**src/hdl/vln_pkg.sv**
```systemverilog
// vln_pkg: shared constants and the result word type for vector_length_and_normalize.
// No dependencies.
`timescale 1ns / 1ps

package vln_pkg;

    localparam int CompW    = 32;
    localparam int SqW      = 64;
    localparam int SqrtSteps = 32;
    localparam int QuotW    = 31;
    localparam int DivSteps = 31;
    localparam int Lanes    = 3;

    typedef struct packed {
        logic [CompW-1:0]        vec_length;
        logic signed [CompW-1:0] unit_x;
        logic signed [CompW-1:0] unit_y;
        logic signed [CompW-1:0] unit_z;
        logic                    zero_length;
    } res_t;

endpackage

```
**src/hdl/vln_square_lane.sv**
```systemverilog
// vln_square_lane: magnitude and square of one signed component, two register stages.
// Depends on vln_pkg.
`timescale 1ns / 1ps

module vln_square_lane
(
    input  logic                                clk,
    input  logic                                en,
    input  logic signed [vln_pkg::CompW-1:0]    comp,
    output logic [vln_pkg::CompW-1:0]           mag,
    output logic                                neg,
    output logic [vln_pkg::SqW-1:0]             square
);

    logic [vln_pkg::CompW-1:0] mag_a_reg;
    logic                      neg_a_reg;
    logic [vln_pkg::CompW-1:0] mag_b_reg;
    logic                      neg_b_reg;
    logic [vln_pkg::SqW-1:0]   sq_reg;

    always_ff @(posedge clk)
    begin
        if (en)
        begin
            neg_a_reg <= comp[vln_pkg::CompW-1];
            mag_a_reg <= comp[vln_pkg::CompW-1] ? (~comp + 1'b1) : comp;
            neg_b_reg <= neg_a_reg;
            mag_b_reg <= mag_a_reg;
            sq_reg    <= vln_pkg::SqW'(mag_a_reg) * vln_pkg::SqW'(mag_a_reg);
        end
    end

    assign mag    = mag_b_reg;
    assign neg    = neg_b_reg;
    assign square = sq_reg;

endmodule

```
**config.mk**
```make
export PLATFORM = sky130hd
export DESIGN_NAME = vln_square_lane
export DESIGN_NICKNAME = d
export VERILOG_FILES = /design/src/hdl/vln_pkg.sv /design/src/hdl/vln_square_lane.sv
export SDC_FILE = /design/constraint.sdc
export NUM_CORES = 2
export LEC_CHECK = 0
export BUFFER_PORTS_ARGS = -buffer_cell sky130_fd_sc_hd__buf_2
export CAP_MARGIN = 20
export CORE_MARGIN = 2
export CORE_UTILIZATION = 55
export DETAILED_ROUTE_END_ITERATION = 10
export GPL_TIMING_DRIVEN = 0
export PLACE_DENSITY = 0.77
export SYNTH_ARGS = -nofsm -noshare
export SYNTH_HDL_FRONTEND = slang
export SYNTH_SLANG_ARGS = --single-unit
```
**constraint.sdc**
```tcl
create_clock -name clk -period 8.3 [get_ports clk]
set_clock_uncertainty 0.1 [all_clocks]
set_input_delay 0.83 -clock clk [delete_from_list [all_inputs] [get_ports clk]]
set_output_delay 0.83 -clock clk [all_outputs]
set_load 0.02 [all_outputs]
```
==> flow_summary_export.csv <==
group,metric,value,unit
clock_network,clock_latency,0.44,ns
die,ios,131,
sta,rsz0062_at_grt,"yes",
critical_path,crit_required,8.37,ns
sta,finalSetupTns,-0.159,ns
sta,min_period_over_period,101,%
synthesis,synth_area,0.0341,mm2
finish,drive_gt1_share,15.9,%
detailed_routing,ant_nets,0,
placement,port-buffer-count,129,
grt,gr-total-overflow,0,
critical_path,startpoint_type,"flop",
die,floorplan.initialDensity,55.5,%
synthesis,ys_warn_count,0,
die,fp-row-count,91,
hold_path,hold_path_depth,0,
detailed_routing,wirelength,112000,um
sta,maxSlewViolCount,0,
grt,grt_max_degree,109,
placement,post-place-ws,-2.05,ns
finish,final_cell_mix,"inv_1 (958), fa_1 (756), nand2_1 (287), ha_1 (285), and2_1 (219)",
clock_network,cts_tree,"built",
clock_network,clkSlewWorstSetupHoldPaths,0.06,ns
grt,grtUsageTotal,35.8,%
critical_path,regToRegEndpoint,"square[62]",
placement,post-dp-hpwl,84800,um
grt,grt_pass1_vias,27900,
clock_network,clock_path_buffers,2,
sta,period_needed,8.38,ns
finish,syn_to_final_growth,15.0,%
sta,setup_slack,-0.0790,ns
grt,grt_pass1_wl,165000,um
run,drv_cap,0,
sta,final_hold_viol_count,0,
critical_path,crit_type,"reg -> reg",
synthesis,synth.yosys.seq_area_share,11.3,%
outcome,status,"finished with violations",
detailed_routing,wl_per_cell,24.6,um
synthesis,synth_nets,4586,
hold_path,hp-class,"reg -> reg",
finish,largest_reg_flops,62,
placement,gp_congestion,1.04,
die,die_area,0.0641,mm2
critical_path,r2r_slack,-0.08,ns
synthesis,ys_top_cells_by_area,"fa_1 (46%), edfxtp_1 (11%), ha_1 (11%), inv_1 (11%), and2_1 (4.3%)",
detailed_routing,vias,26200,
hold_path,min-delay-start,"neg_a_reg",
hold_path,hold_end,"neg",
sta,setup_viol,4,
grt,antenna_found_initial,6,
detailed_routing,vias_per_cell,5.74,
die,die_x,253,um
synthesis,syn_inst,3458,
critical_path,endpoint_kind,"flop",
finish,final_nets,4877,
synthesis,synth_seq_cells,128,
placement,place_area,0.0358,mm2
critical_path,crit_fanout,10,
synthesis,yosys.area.top_type,"fa_1",
clock_network,htreeDepth,4,
critical_path,worstPathArrival,8.45,ns
die,die_y,253,um
detailed_routing,firstDrtPassIters,6,
critical_path,regToRegStartpoint,"mag_a_reg[31]",
sta,maxSlewHeadroom,36.1,%
outcome,violations,"negative setup slack",
sta,max_freq,0.119,GHz
synthesis,postSynthAreaPerCell,9.87,um2
critical_path,rr_worst_depth,24,
finish,final_core_util,63.9,%
finish,final_common_cell,"inv_1",
synthesis,synth_edf_count,128,
detailed_routing,drt_iter0_drc,2549,
clock_network,cts_buffers,17,
synthesis,synth_flop_cell,"edfxtp_1",
synthesis,synth_top_area_share,46.4,%
clock_network,clock-root-buffer,"clkbuf_16",
synthesis,async_flop_share,0,%
die,core,0.0615,mm2
detailed_routing,route.detailed.drc,0,
sta,tightestPinTransition,0.948,ns
finish,design_area,0.0393,mm2
clock_network,clock-sinks,128,
synthesis,synth_cell_type_count,61,
cells in the mapped netlist, drive strengths merged (19+ instances only):
library cell and count:
edfxtp 128, clkbuf 128, a21oi 98, nor2 69
fa 792, and2 234, xnor2 79, nand3 19
ha 302, xor2 49, inv 973, o21ai 49
nand2 309, a21o 33
area by class of cell:
cell class                      instances  area, um2
Sequential cell                       128       3840
Multi-Input combinational cell       2221      26800
Inverter                              974       3680
Timing Repair Buffer                  286       2020
Clock inverter                         14        155
Clock buffer                           18        429
Buffer                                121       1300
Fill cell                            4774      22200
Tap cell                              790        988
Antenna cell                            6       15.0
worst max path at each step:
stage / from / end / depth (start not counted)
final: mag_a_reg[31] / square[62] / 24
after floorplan: mag_a_reg[2] / square[53] / 25
after CTS: mag_a_reg[31] / square[62] / 23
after global routing: mag_a_reg[3] / square[61] / 23
after detailed placement: mag_a_reg[13] / square[53] / 24
after global placement: mag_a_reg[13] / square[63] / 27
layer usage:
layer / wire (um) / vias to the layer above / track usage, %
met5: 93 / - / 0
met4: 10800 / 4 / 25.5
met2: 49800 / 1697 / 55.5
met1: 37300 / 13000 / 42.7
met3: 13900 / 597 / 10.8
li1: - / 10800 / -
cells by family (layout without fill, tap and decap cells):
kind of cell / after synthesis / count (layout) / share of synthesized area [%]
buf+inv: 1109 / 1413 / 12.2
fa+ha+maj: 1094 / 1094 / 57.5
simple gates: 716 / 716 / 10.4
compound gates: 276 / 276 / 5.16
xor+xnor: 128 / 128 / 3.28
flops: 128 / 128 / 11.3
mux: 6 / 6 / 0.183
other cells: 1 / 7 / 0.0110
worst max-delay path, stage by stage, from the launching register on:
cell	delay [ns]
edfxtp_1	0.67
clkbuf_1	0.58
and2_1	0.29
fa_1	0.45
fa_1	0.56
fa_1	0.47
fa_1	0.49
fa_1	0.56
fa_1	0.44
fa_1	0.49
inv_1	0.08
fa_1	0.57
inv_1	0.10
ha_4	0.33
nand2_1	0.11
nor2_4	0.17
nand3_4	0.12
inv_1	0.12
o211ai_1	0.11
buf_4	0.21
buf_4	0.16
a211o_4	0.35
a211oi_4	0.23
mux2i_1	0.21
o2111ai_1	0.14
metrics by stage:
stage / hold WS [ns] / std cells
final: 0.346 / 4558
after global routing: 0.359 / 4552
after CTS: 0.351 / 4495
after detailed placement: 0.336 / 4379
after global placement: 0.302 / 4377
after floorplan: 0.300 / 3458
timing repair:
action                                  in CTS  in global routing
hold buffers                                 0                  0
cloned                                       0                  1
pin swaps                                   40                105
gates resized for setup                    306                184
setup buffers                               95                 59
endpoints found under the setup margin      44                 27
Power is left out: the tool's default activity adds up to more than one toggle a clock period on the data nets, which glitch-free logic cannot reach.
