==> src/hdl/vln_pkg.sv <==
// vln_pkg: shared constants and the result word type for vector_length_and_normalize.
// No dependencies.
`timescale 1ns / 1ps

package vln_pkg;

    localparam int CompW    = 32;
    localparam int SqW      = 64;
    localparam int SqrtSteps = 32;
    localparam int QuotW    = 31;
    localparam int DivSteps = 31;
    localparam int Lanes    = 3;

    typedef struct packed {
        logic [CompW-1:0]        vec_length;
        logic signed [CompW-1:0] unit_x;
        logic signed [CompW-1:0] unit_y;
        logic signed [CompW-1:0] unit_z;
        logic                    zero_length;
    } res_t;

endpackage

==> src/hdl/vln_div_lane.sv <==
// vln_div_lane: restoring divider, (mag << 30) / len, one quotient bit per stage.
// Depends on vln_pkg.
`timescale 1ns / 1ps

module vln_div_lane
(
    input  logic                          clk,
    input  logic                          en,
    input  logic [vln_pkg::CompW-1:0]     mag,
    input  logic [vln_pkg::CompW-1:0]     len,
    output logic [vln_pkg::QuotW-1:0]     quot
);

    logic [vln_pkg::CompW-1:0] r_reg   [vln_pkg::DivSteps];
    logic [vln_pkg::QuotW-1:0] q_reg   [vln_pkg::DivSteps];
    logic [vln_pkg::CompW-1:0] len_reg [vln_pkg::DivSteps];

    for (genvar j = 0; j < vln_pkg::DivSteps; j++)
    begin : g_step
        logic [vln_pkg::CompW:0]   r_in;
        logic [vln_pkg::CompW:0]   r_sub;
        logic [vln_pkg::QuotW-1:0] q_in;
        logic [vln_pkg::CompW-1:0] d_in;
        logic                      ge;

        if (j == 0)
        begin : g_first
            assign r_in = {1'b0, mag};
            assign q_in = '0;
            assign d_in = len;
        end
        else
        begin : g_rest
            assign r_in = {r_reg[j-1], 1'b0};
            assign q_in = q_reg[j-1];
            assign d_in = len_reg[j-1];
        end

        assign ge    = r_in >= {1'b0, d_in};
        assign r_sub = r_in - {1'b0, d_in};

        always_ff @(posedge clk)
        begin
            if (en)
            begin
                r_reg[j]   <= ge ? r_sub[vln_pkg::CompW-1:0] : r_in[vln_pkg::CompW-1:0];
                q_reg[j]   <= {q_in[vln_pkg::QuotW-2:0], ge};
                len_reg[j] <= d_in;
            end
        end
    end

    assign quot = q_reg[vln_pkg::DivSteps-1];

endmodule

==> config.mk <==
export PLATFORM = sky130hd
export DESIGN_NAME = vln_div_lane
export DESIGN_NICKNAME = d
export VERILOG_FILES = /design/src/hdl/vln_pkg.sv /design/src/hdl/vln_div_lane.sv
export SDC_FILE = /design/constraint.sdc
export NUM_CORES = 2
export LEC_CHECK = 0
export ABC_CLOCK_PERIOD_IN_PS = 10650
export BUFFER_PORTS_ARGS = -buffer_cell sky130_fd_sc_hd__buf_2
export CAP_MARGIN = 20
export CORE_ASPECT_RATIO = 1.5
export CORE_MARGIN = 10
export CORE_UTILIZATION = 50
export CTS_CLUSTER_DIAMETER = 150
export DETAILED_ROUTE_END_ITERATION = 8
export PLACE_DENSITY = 0.62
export SYNTH_ARGS = -nofsm -noshare
export SYNTH_HDL_FRONTEND = slang
export SYNTH_SLANG_ARGS = --single-unit
==> constraint.sdc <==
create_clock -name clk -period 10.65 [get_ports clk]
set_input_delay 1.5975 -clock clk [delete_from_list [all_inputs] [get_ports clk]]
set_output_delay 1.5975 -clock clk [all_outputs]
set_load 0.005 [all_outputs]
==> impl_metrics.json <==
{
  "fp.dieH_um": 662.1,
  "rr_endpoint": "r_reg[1][35]$_DFFE_PP_",
  "core_um2": 273500,
  "swShare": 0.3959,
  "syn_area_um2": 137400,
  "power.density_nw_per_um2": 320.0,
  "drt_pass1_iterations": 6,
  "intPower_uw": 28940,
  "htreeDepth": 4,
  "netlist_instances": 12270,
  "drive_above_1_share": 0.08668,
  "nNetsFinal": 13410,
  "syn_avg_cell_area_um2": 11.20,
  "max_freq_mhz": 201.7,
  "start_util": 0.5026,
  "yosys.area.top_type": "edfxtp_1",
  "io_buffers": 96,
  "grt_pass1_vias": 94180,
  "timing.rr.start": "len_reg[1][1]$_DFFE_PP_",
  "drc_errors": 0,
  "num_io_pins": 97,
  "syn_nets": 13350,
  "worst_pin_slew_ps": 1100,
  "drtIter0Drc": 6843,
  "critPathCaptureType": "register",
  "ir_drop_v": 0.0001692,
  "drt-total-wl_um": 363700,
  "num_rows": 235,
  "whs_path_depth": 0,
  "synth.distinct_cells": 103,
  "async_reset_ff_frac": 0,
  "post-synth-top-count-cell": "edfxtp_1",
  "status": "finished, final reports clean",
  "antenna_left": 0,
  "yosysTopAreaCellShare": 0.5279,
  "grt_usage": 0.2403,
  "ff2ff_setup_slack_ps": 6010,
  "fillers": 23490,
  "min_period_ps": 4958,
  "reg2regPathDepth": 13,
  "leakage_uw": 0.06098,
  "wl_per_cell_um": 22.61,
  "cts_buffers": 239,
  "numClockSinks": 2416,
  "postCtsResizedCells": 0,
  "p_comb_frac": 0.480,
  "cts_root_buffer": "clkbuf_16",
  "drv_cap": 0,
  "placed_area_um2": 141700,
  "final_area_um2": 149700,
  "post-cts-setup-buffer-count": 0,
  "dieArea_um2": 296700,
  "hold_class": "register to register",
  "yosys_most_used_dff": "edfxtp_1",
  "finalCritPeriodShare": 0.4655,
  "critical_path_class": "input pin to register",
  "postCtsHoldBufs": 0,
  "cts_tree": "yes",
  "yosysSeqAreaShare": 0.5279,
  "utilization": 0.5474,
  "worstPathArrival_ps": 5600,
  "yosys-top-cells-count": "2416 x edfxtp_1, 1265 x inv_1, 1049 x a21oi_1",
  "dp_hpwl_um": 281700,
  "die_w_um": 448.1,
  "p_sw_uw": 18960,
  "clockBufferDepth": 4,
  "synth-edff-count": 2416,
  "cp_max_fo": 38,
  "worst_setup_path_start_kind": "input pin",
  "clkTransAtPathRegs_ps": 60,
  "grt_max_degree": 181,
  "skew_ps": 48.08,
  "drt-vias-per-instance": 5.824,
  "vias": 93680,
  "grt_overflow_total": 0,
  "area_growth_pct": 8.924,
  "antenna_found_initial": 9,
  "p_seq_frac": 0.338,
  "setup_viol": 0,
  "gp_congestion": 0.9444,
  "cp_data_required_time_ps": 11290,
  "synth_area_leaders": "edfxtp_1 53%, ha_1 9.0%, a21oi_1 3.8%",
  "maxSlewHeadroom": 0.2668,
  "pwr-share-clk": 0.182,
  "clk_latency_ps": 930,
  "tns_ps": 0,
  "worstHoldStart": "q_reg[5][1]$_DFFE_PP_",
  "ys_seq_elements": 2416,
  "hold_violations": 0,
  "p_total_uw": 47900,
  "hold_path_end": "q_reg[5][33]$_DFFE_PP_",
  "grt_pass1_wl_um": 554500,
  "rsz0062_at_grt": "false",
  "drv_slew": 0,
  "synth_warnings": 0
}
-- through the flow --
| step | hold WS [ps] | setup WS (ps) | std cells |
|---|---|---|---|
| floorplan | 400.3 | 6067 | 12270 |
| global placement | 400.5 | 4661 | 15630 |
| detailed placement | 404.5 | 4696 | 15630 |
| CTS | 390.0 | 5680 | 16070 |
| global route | 381.2 | 5454 | 16080 |
| finish | 382.6 | 5692 | 16090 |
-- critical path: stages --
cell and delay (ps):
buf_2 90, inv_1 40, ha_1 220, fa_1 420, nor2b_1 190, o211ai_1 140
a31oi_1 560, a31oi_1 230, o21ai_0 480, o22ai_1 170, o211ai_1 190, a21o_2 360
buf_4 470, mux2_2 400
-- how the worst max path moves through the flow --
stage	start	end	slack, ps	depth (start not counted)
6_report	mag[0]	r_reg[0][6]$_DFFE_PP_	5690	14
5_1_grt	mag[0]	r_reg[0][6]$_DFFE_PP_	5450	14
4_1_cts	mag[0]	r_reg[0][6]$_DFFE_PP_	5680	14
3_5_place_dp	mag[0]	r_reg[0][6]$_DFFE_PP_	4700	14
3_3_place_gp	mag[0]	r_reg[0][4]$_DFFE_PP_	4660	14
2_1_floorplan	mag[0]	r_reg[0][7]$_DFFE_PP_	6070	15
-- routing by layer --
| layer | wire (µm) | vias to the layer above | global-route usage | share of wire |
|---|---|---|---|---|
| met2 | 194600 | 2311 | 0.4561 | 0.54 |
| met3 | 12190 | 829 | 0.02486 | 0.034 |
| met4 | 23050 | 0 | 0.1288 | 0.063 |
| met5 | 0 | - | 0 | 0 |
| li1 | - | 45110 | - | - |
| met1 | 133900 | 45430 | 0.2596 | 0.37 |
-- power groups by stage --
stage	combinational, µW	clock (µW)	sequential (µW)
floorplan	17300	0	15200
global placement	22500	0	16400
detailed placement	22800	0	16400
CTS	23000	8940	16200
global route	25400	9310	16400
finish	23000	8700	16200
-- layout make-up --
cell class	instances	area [µm²]	area share
repair buffers	155	1096	0.007322
inverters	1266	4752	0.03174
diodes	13	32.53	0.0002173
flip-flops and latches	2416	72550	0.4846
well taps	3555	4448	0.02971
clock buffers	285	6196	0.04139
clock inverters	151	1752	0.01170
multi-input cells	8244	58870	0.3933
-- logic make-up (layout without fill, tap and decap cells) --
group,count (synthesis),after routing,synth area share
AO/OA/AOI/OAI,3289,3289,0.1516
AND/OR/NAND/NOR,2677,2677,0.09227
flip-flops,2416,2416,0.5279
buffers and inverters,1607,1857,0.04499
adder cells (fa/ha/maj),1021,1021,0.09459
XOR/XNOR,772,772,0.04920
multiplexers,485,485,0.03948
other,0,13,0
-- placed cells by master, fill, tap and decap left out, types with 121 or more instances in the layout --
cell,n
nand2b_1,128
ha_1,991
inv_1,1265
nand3_1,210
xor2_1,308
nand4_1,178
a21o_1,513
nor2_1,734
o21bai_1,121
nand2_1,784
mux2_2,454
edfxtp_1,2416
o21a_1,132
o21ai_0,693
nor2b_1,150
xnor2_1,464
nor3_1,147
clkbuf_16,241
a21oi_1,1047
Power figures use the tool's default switching activity.
