### config.mk
export PLATFORM = sky130hd
export DESIGN_NAME = vln_sqrt_pipe
export DESIGN_NICKNAME = d
export VERILOG_FILES = /design/src/hdl/vln_pkg.sv /design/src/hdl/vln_sqrt_pipe.sv
export SDC_FILE = /design/constraint.sdc
export NUM_CORES = 2
export LEC_CHECK = 0
export BUFFER_PORTS_ARGS = -buffer_cell sky130_fd_sc_hd__buf_2
export CAP_MARGIN = 15
export CELL_PAD_IN_SITES_DETAIL_PLACEMENT = 2
export CELL_PAD_IN_SITES_GLOBAL_PLACEMENT = 2
export CORE_MARGIN = 1.5
export CORE_UTILIZATION = 30
export CTS_CLUSTER_SIZE = 8
export DETAILED_ROUTE_END_ITERATION = 8
export GPL_TIMING_DRIVEN = 0
export PLACE_DENSITY = 0.57
export RECOVER_POWER = 25
export SLEW_MARGIN = 20
export SYNTH_ARGS = -nofsm -noshare
export SYNTH_HDL_FRONTEND = slang
export SYNTH_SLANG_ARGS = --single-unit
### constraint.sdc
create_clock -name clk -period 5.3 [get_ports clk]
set_input_delay 0.53 -clock clk [delete_from_list [all_inputs] [get_ports clk]]
set_output_delay 0.53 -clock clk [all_outputs]
set_load 0.01 [all_outputs]
### src/hdl/vln_pkg.sv
// vln_pkg: shared constants and the result word type for vector_length_and_normalize.
// No dependencies.
`timescale 1ns / 1ps

package vln_pkg;

    localparam int CompW    = 32;
    localparam int SqW      = 64;
    localparam int SqrtSteps = 32;
    localparam int QuotW    = 31;
    localparam int DivSteps = 31;
    localparam int Lanes    = 3;

    typedef struct packed {
        logic [CompW-1:0]        vec_length;
        logic signed [CompW-1:0] unit_x;
        logic signed [CompW-1:0] unit_y;
        logic signed [CompW-1:0] unit_z;
        logic                    zero_length;
    } res_t;

endpackage

### src/hdl/vln_sqrt_pipe.sv
// vln_sqrt_pipe: integer square root of a 64-bit sum, one result bit per stage.
// Depends on vln_pkg.
`timescale 1ns / 1ps

module vln_sqrt_pipe
(
    input  logic                         clk,
    input  logic                         en,
    input  logic [vln_pkg::SqW-1:0]      sum,
    output logic [vln_pkg::CompW-1:0]    root
);

    logic [vln_pkg::SqW-1:0] n_reg    [vln_pkg::SqrtSteps];
    logic [vln_pkg::SqW-1:0] root_reg [vln_pkg::SqrtSteps];

    for (genvar k = 0; k < vln_pkg::SqrtSteps; k++)
    begin : g_step
        localparam logic [vln_pkg::SqW-1:0] Bit = 64'd1 << (62 - 2 * k);
        logic [vln_pkg::SqW-1:0] n_in;
        logic [vln_pkg::SqW-1:0] r_in;
        logic [vln_pkg::SqW-1:0] trial;

        if (k == 0)
        begin : g_first
            assign n_in = sum;
            assign r_in = '0;
        end
        else
        begin : g_rest
            assign n_in = n_reg[k-1];
            assign r_in = root_reg[k-1];
        end

        assign trial = r_in + Bit;

        always_ff @(posedge clk)
        begin
            if (en)
            begin
                if (n_in >= trial)
                begin
                    n_reg[k]    <= n_in - trial;
                    root_reg[k] <= (r_in >> 1) + Bit;
                end
                else
                begin
                    n_reg[k]    <= n_in;
                    root_reg[k] <= r_in >> 1;
                end
            end
        end
    end

    assign root = root_reg[vln_pkg::SqrtSteps-1][vln_pkg::CompW-1:0];

endmodule

==> results_dict.tcl <==
set metrics [dict create \
    grt.total_usage_pct 19.6 \
    multiInputGateArea_um2 43400 \
    switching_share_pct 31.4 \
    drt-pass1-iter-count 7 \
    p_per_area_nw_per_um2 438 \
    slew_headroom_pct 20.0 \
    hold_class "input port to flop" \
    fin_nets 11200 \
    power_mw 61.8 \
    routed.top_layer "met4" \
    drc 0 \
    synth-edff-count 2512 \
    numPortBuffers 97 \
    critPathMaxStageDelay_ps 820 \
    wl_met1_um 188000 \
    tightest_slew_ps 1190 \
    dp.cells 15500 \
    largest_reg_flops 1984 \
    clk_pin_slew_ps 50 \
    fill_cells 42500 \
    max_freq_ghz 0.193 \
    hold_viol_final 0 \
    synthArstFlopShare_pct 0 \
    tns_ps 0 \
    ys_top_cells_by_count "edfxtp_1 (2512), nand2_1 (809), inv_1 (679)" \
    cts-root-buf "clkbuf_16" \
    setup_viol 0 \
    arrival_ps 5770 \
    yosys_warnings 0 \
    vias 82500 \
    ys_seq_area_share_pct 61.8 \
    avgSynthCellArea_um2 12.3 \
    place_area_um2 131000 \
    p_leak_nw 51.1 \
    fin_crit_sh_pct 97.9 \
    grt_pass1_wl_um 605000 \
    synth.most_common_cell "edfxtp_1" \
    die_h_um 641 \
    synth_cell_types 86 \
    synth_nets 10600 \
    drive_gt1_share_pct 6.64 \
    grt_antenna_before_repair 27 \
    worstSetupPathType "flop to flop" \
    gp_congestion 0.886 \
    cp-end-kind "flop" \
    grt_pass1_vias 89200 \
    stdcell_count 16000 \
    drv_cap 0 \
    critical-path-top-delay-family "compound AO/OA/AOI/OAI gates" \
    dp_hpwl_um 322000 \
    crit_fanout 10 \
    start_util_pct 30.1 \
    yosys.area.top_type "edfxtp_1" \
    numCtsBuffers 358 \
    synth_top_area_share_pct 61.8 \
    synthTopCellsByArea "edfxtp_1 (62%), ha_1 (5.7%), xor2_1 (3.3%), xnor2_1 (3.1%), nand2_1 (2.5%)" \
    clk_path_buf_depth 4 \
    skew_ps 107 \
    required_ps 5890 \
    ys_seq_elements 2512 \
    wl_met3_um 15300 \
    drtIter0Drc 5074 \
    clock_latency_ps 990 \
    outcome "finished clean" \
    syn_to_final_growth_pct 15.5 \
    postCtsSetupBuffers 0 \
    num_rows 234 \
    fin_area_um2 141000 \
    yosys_most_used_dff "edfxtp_1" \
    worstPathCellList "ha_1 -> and4_1 -> nand3_1 -> nand4b_1 -> nor4_1 -> nor3_1 -> o2111ai_1 -> o211ai_1 -> buf_4 -> o21ai_0" \
    htree_levels 5 \
    synth.cell_area_um2 122000 \
    final-max-slew-violation-count 0 \
    start_kind "flop" \
    critPathBufInv 1 \
    wl_per_cell_um 25.5 \
    switchingPower_mw 19.4 \
    drtAntennaViolNets 0 \
    core_um2 406000 \
    synth_cells 9960 \
    die_w_um 641 \
    ir_drop_v 0.000307 \
    io_pins 98 \
    routed_wl_um 409000 \
    power_frac_clock_pct 33.6 \
    whs_ps 264 \
    register_area_um2 75400 \
    grt_setup_unrepaired "false" \
    min_period_ps 5190 \
    critPathSlowestCell "o2111ai_1" \
    clock_sink_count 2512 \
    wl_met2_um 193000 \
    cts_tree "yes" \
    grt.overflow.total 0 \
    intPower_mw 42.4 \
    die_area_um2 411000 \
    p_seq_share_pct 44.7 \
    grt_max_degree 62 \
    drt-vias-per-instance 5.14 \
    power_frac_comb_pct 21.7 \
]
==> timing repair <==
action                     CTS  global route
setup endpoints to repair    7            11
gates resized for setup      2             2
hold buffers                64             0
hold endpoints to repair    64             0
==> layout by cell type, fill, tap and decap left out, types with 52 or more instances in the layout <==
| cell type | n |
|---|---|
| or3_1 | 102 |
| o21ai_0 | 600 |
| buf_2 | 59 |
| nor4_1 | 372 |
| nor4b_1 | 52 |
| xnor2_1 | 436 |
| nor2_1 | 553 |
| xor2_1 | 457 |
| a21oi_1 | 507 |
| a31oi_1 | 55 |
| nand3_1 | 180 |
| inv_1 | 679 |
| a21o_1 | 212 |
| a211oi_1 | 52 |
| nand4_1 | 195 |
| clkbuf_1 | 251 |
| or2_2 | 53 |
| nand2_1 | 809 |
| clkbuf_16 | 365 |
| ha_1 | 558 |
| o21a_1 | 90 |
| dlygate4sd3_1 | 64 |
| nand2b_1 | 117 |
| or4_1 | 99 |
| edfxtp_1 | 2512 |
| nor3_1 | 290 |
| nor2b_1 | 70 |
==> per-layer routing <==
metal | track usage [%] | vias up
met3 | 2.20 | 528
met2 | 32.8 | 1364
met1 | 26.6 | 42200
li1 | - | 38400
met4 | 5.85 | 0
met5 | 0 | -
==> power by group through the flow <==
stage	clock, mW	combinational, mW	sequential [mW]
6_report	20.8	13.4	27.6
4_1_cts	21.4	13.4	27.7
3_3_place_gp	0	12.8	28.0
3_5_place_dp	0	13.2	28.0
5_1_grt	22.0	14.8	27.9
2_1_floorplan	0	9.10	26.7
==> worst paths after layout <==
kind / slack (ps) / cells after the start / end / from
min reg2reg: 390 / 0 / n_reg[1][72]$_DFFE_PP_ / n_reg[1][8]$_DFFE_PP_
max reg2reg: 110 / 10 / n_reg[1][432]$_DFFE_PP_ / n_reg[1][349]$_DFFE_PP_
min: 260 / 2 / n_reg[0][41]$_DFFE_PP_ / sum[41]
max: 110 / 10 / n_reg[1][432]$_DFFE_PP_ / n_reg[1][349]$_DFFE_PP_
==> area by class of cell <==
cell class	instances	area share, %
Buffer	235	0.747
Sequential cell	2512	53.5
Clock buffer	395	6.55
Tap cell	5428	4.81
Multi-Input combinational cell	6534	30.8
Clock inverter	30	0.341
Timing Repair Buffer	212	1.50
Inverter	679	1.81
Antenna cell	6	0.0106
==> worst reg2reg max path, delay by kind of cell, from the launching register on <==
kind                       cells  cell delay [ps]
AOI/OAI and AO/OA              3             1900
and+or+nand+nor                5             1800
adders and majority gates      1              460
DFF                            1              420
buffers and inverters          1              290
==> cell families after synthesis <==
kind of cell | Yosys count | synth area share, %
flip-flops | 2512 | 61.8
adder cells (fa/ha/maj) | 558 | 5.72
AND/OR/NAND/NOR | 3163 | 13.4
XOR/XNOR | 893 | 6.40
multiplexers | 53 | 0.478
AO/OA/AOI/OAI | 1867 | 9.37
buffers and inverters | 914 | 2.84
==> through the flow <==
stage	worst slack, ps	util, %
CTS	70.8	34.8
floorplan	977	-
global placement	-5780	31.9
global route	5.50	34.8
detailed placement	-182	32.2
finish	112	34.8
Power figures use the tool's default switching activity.
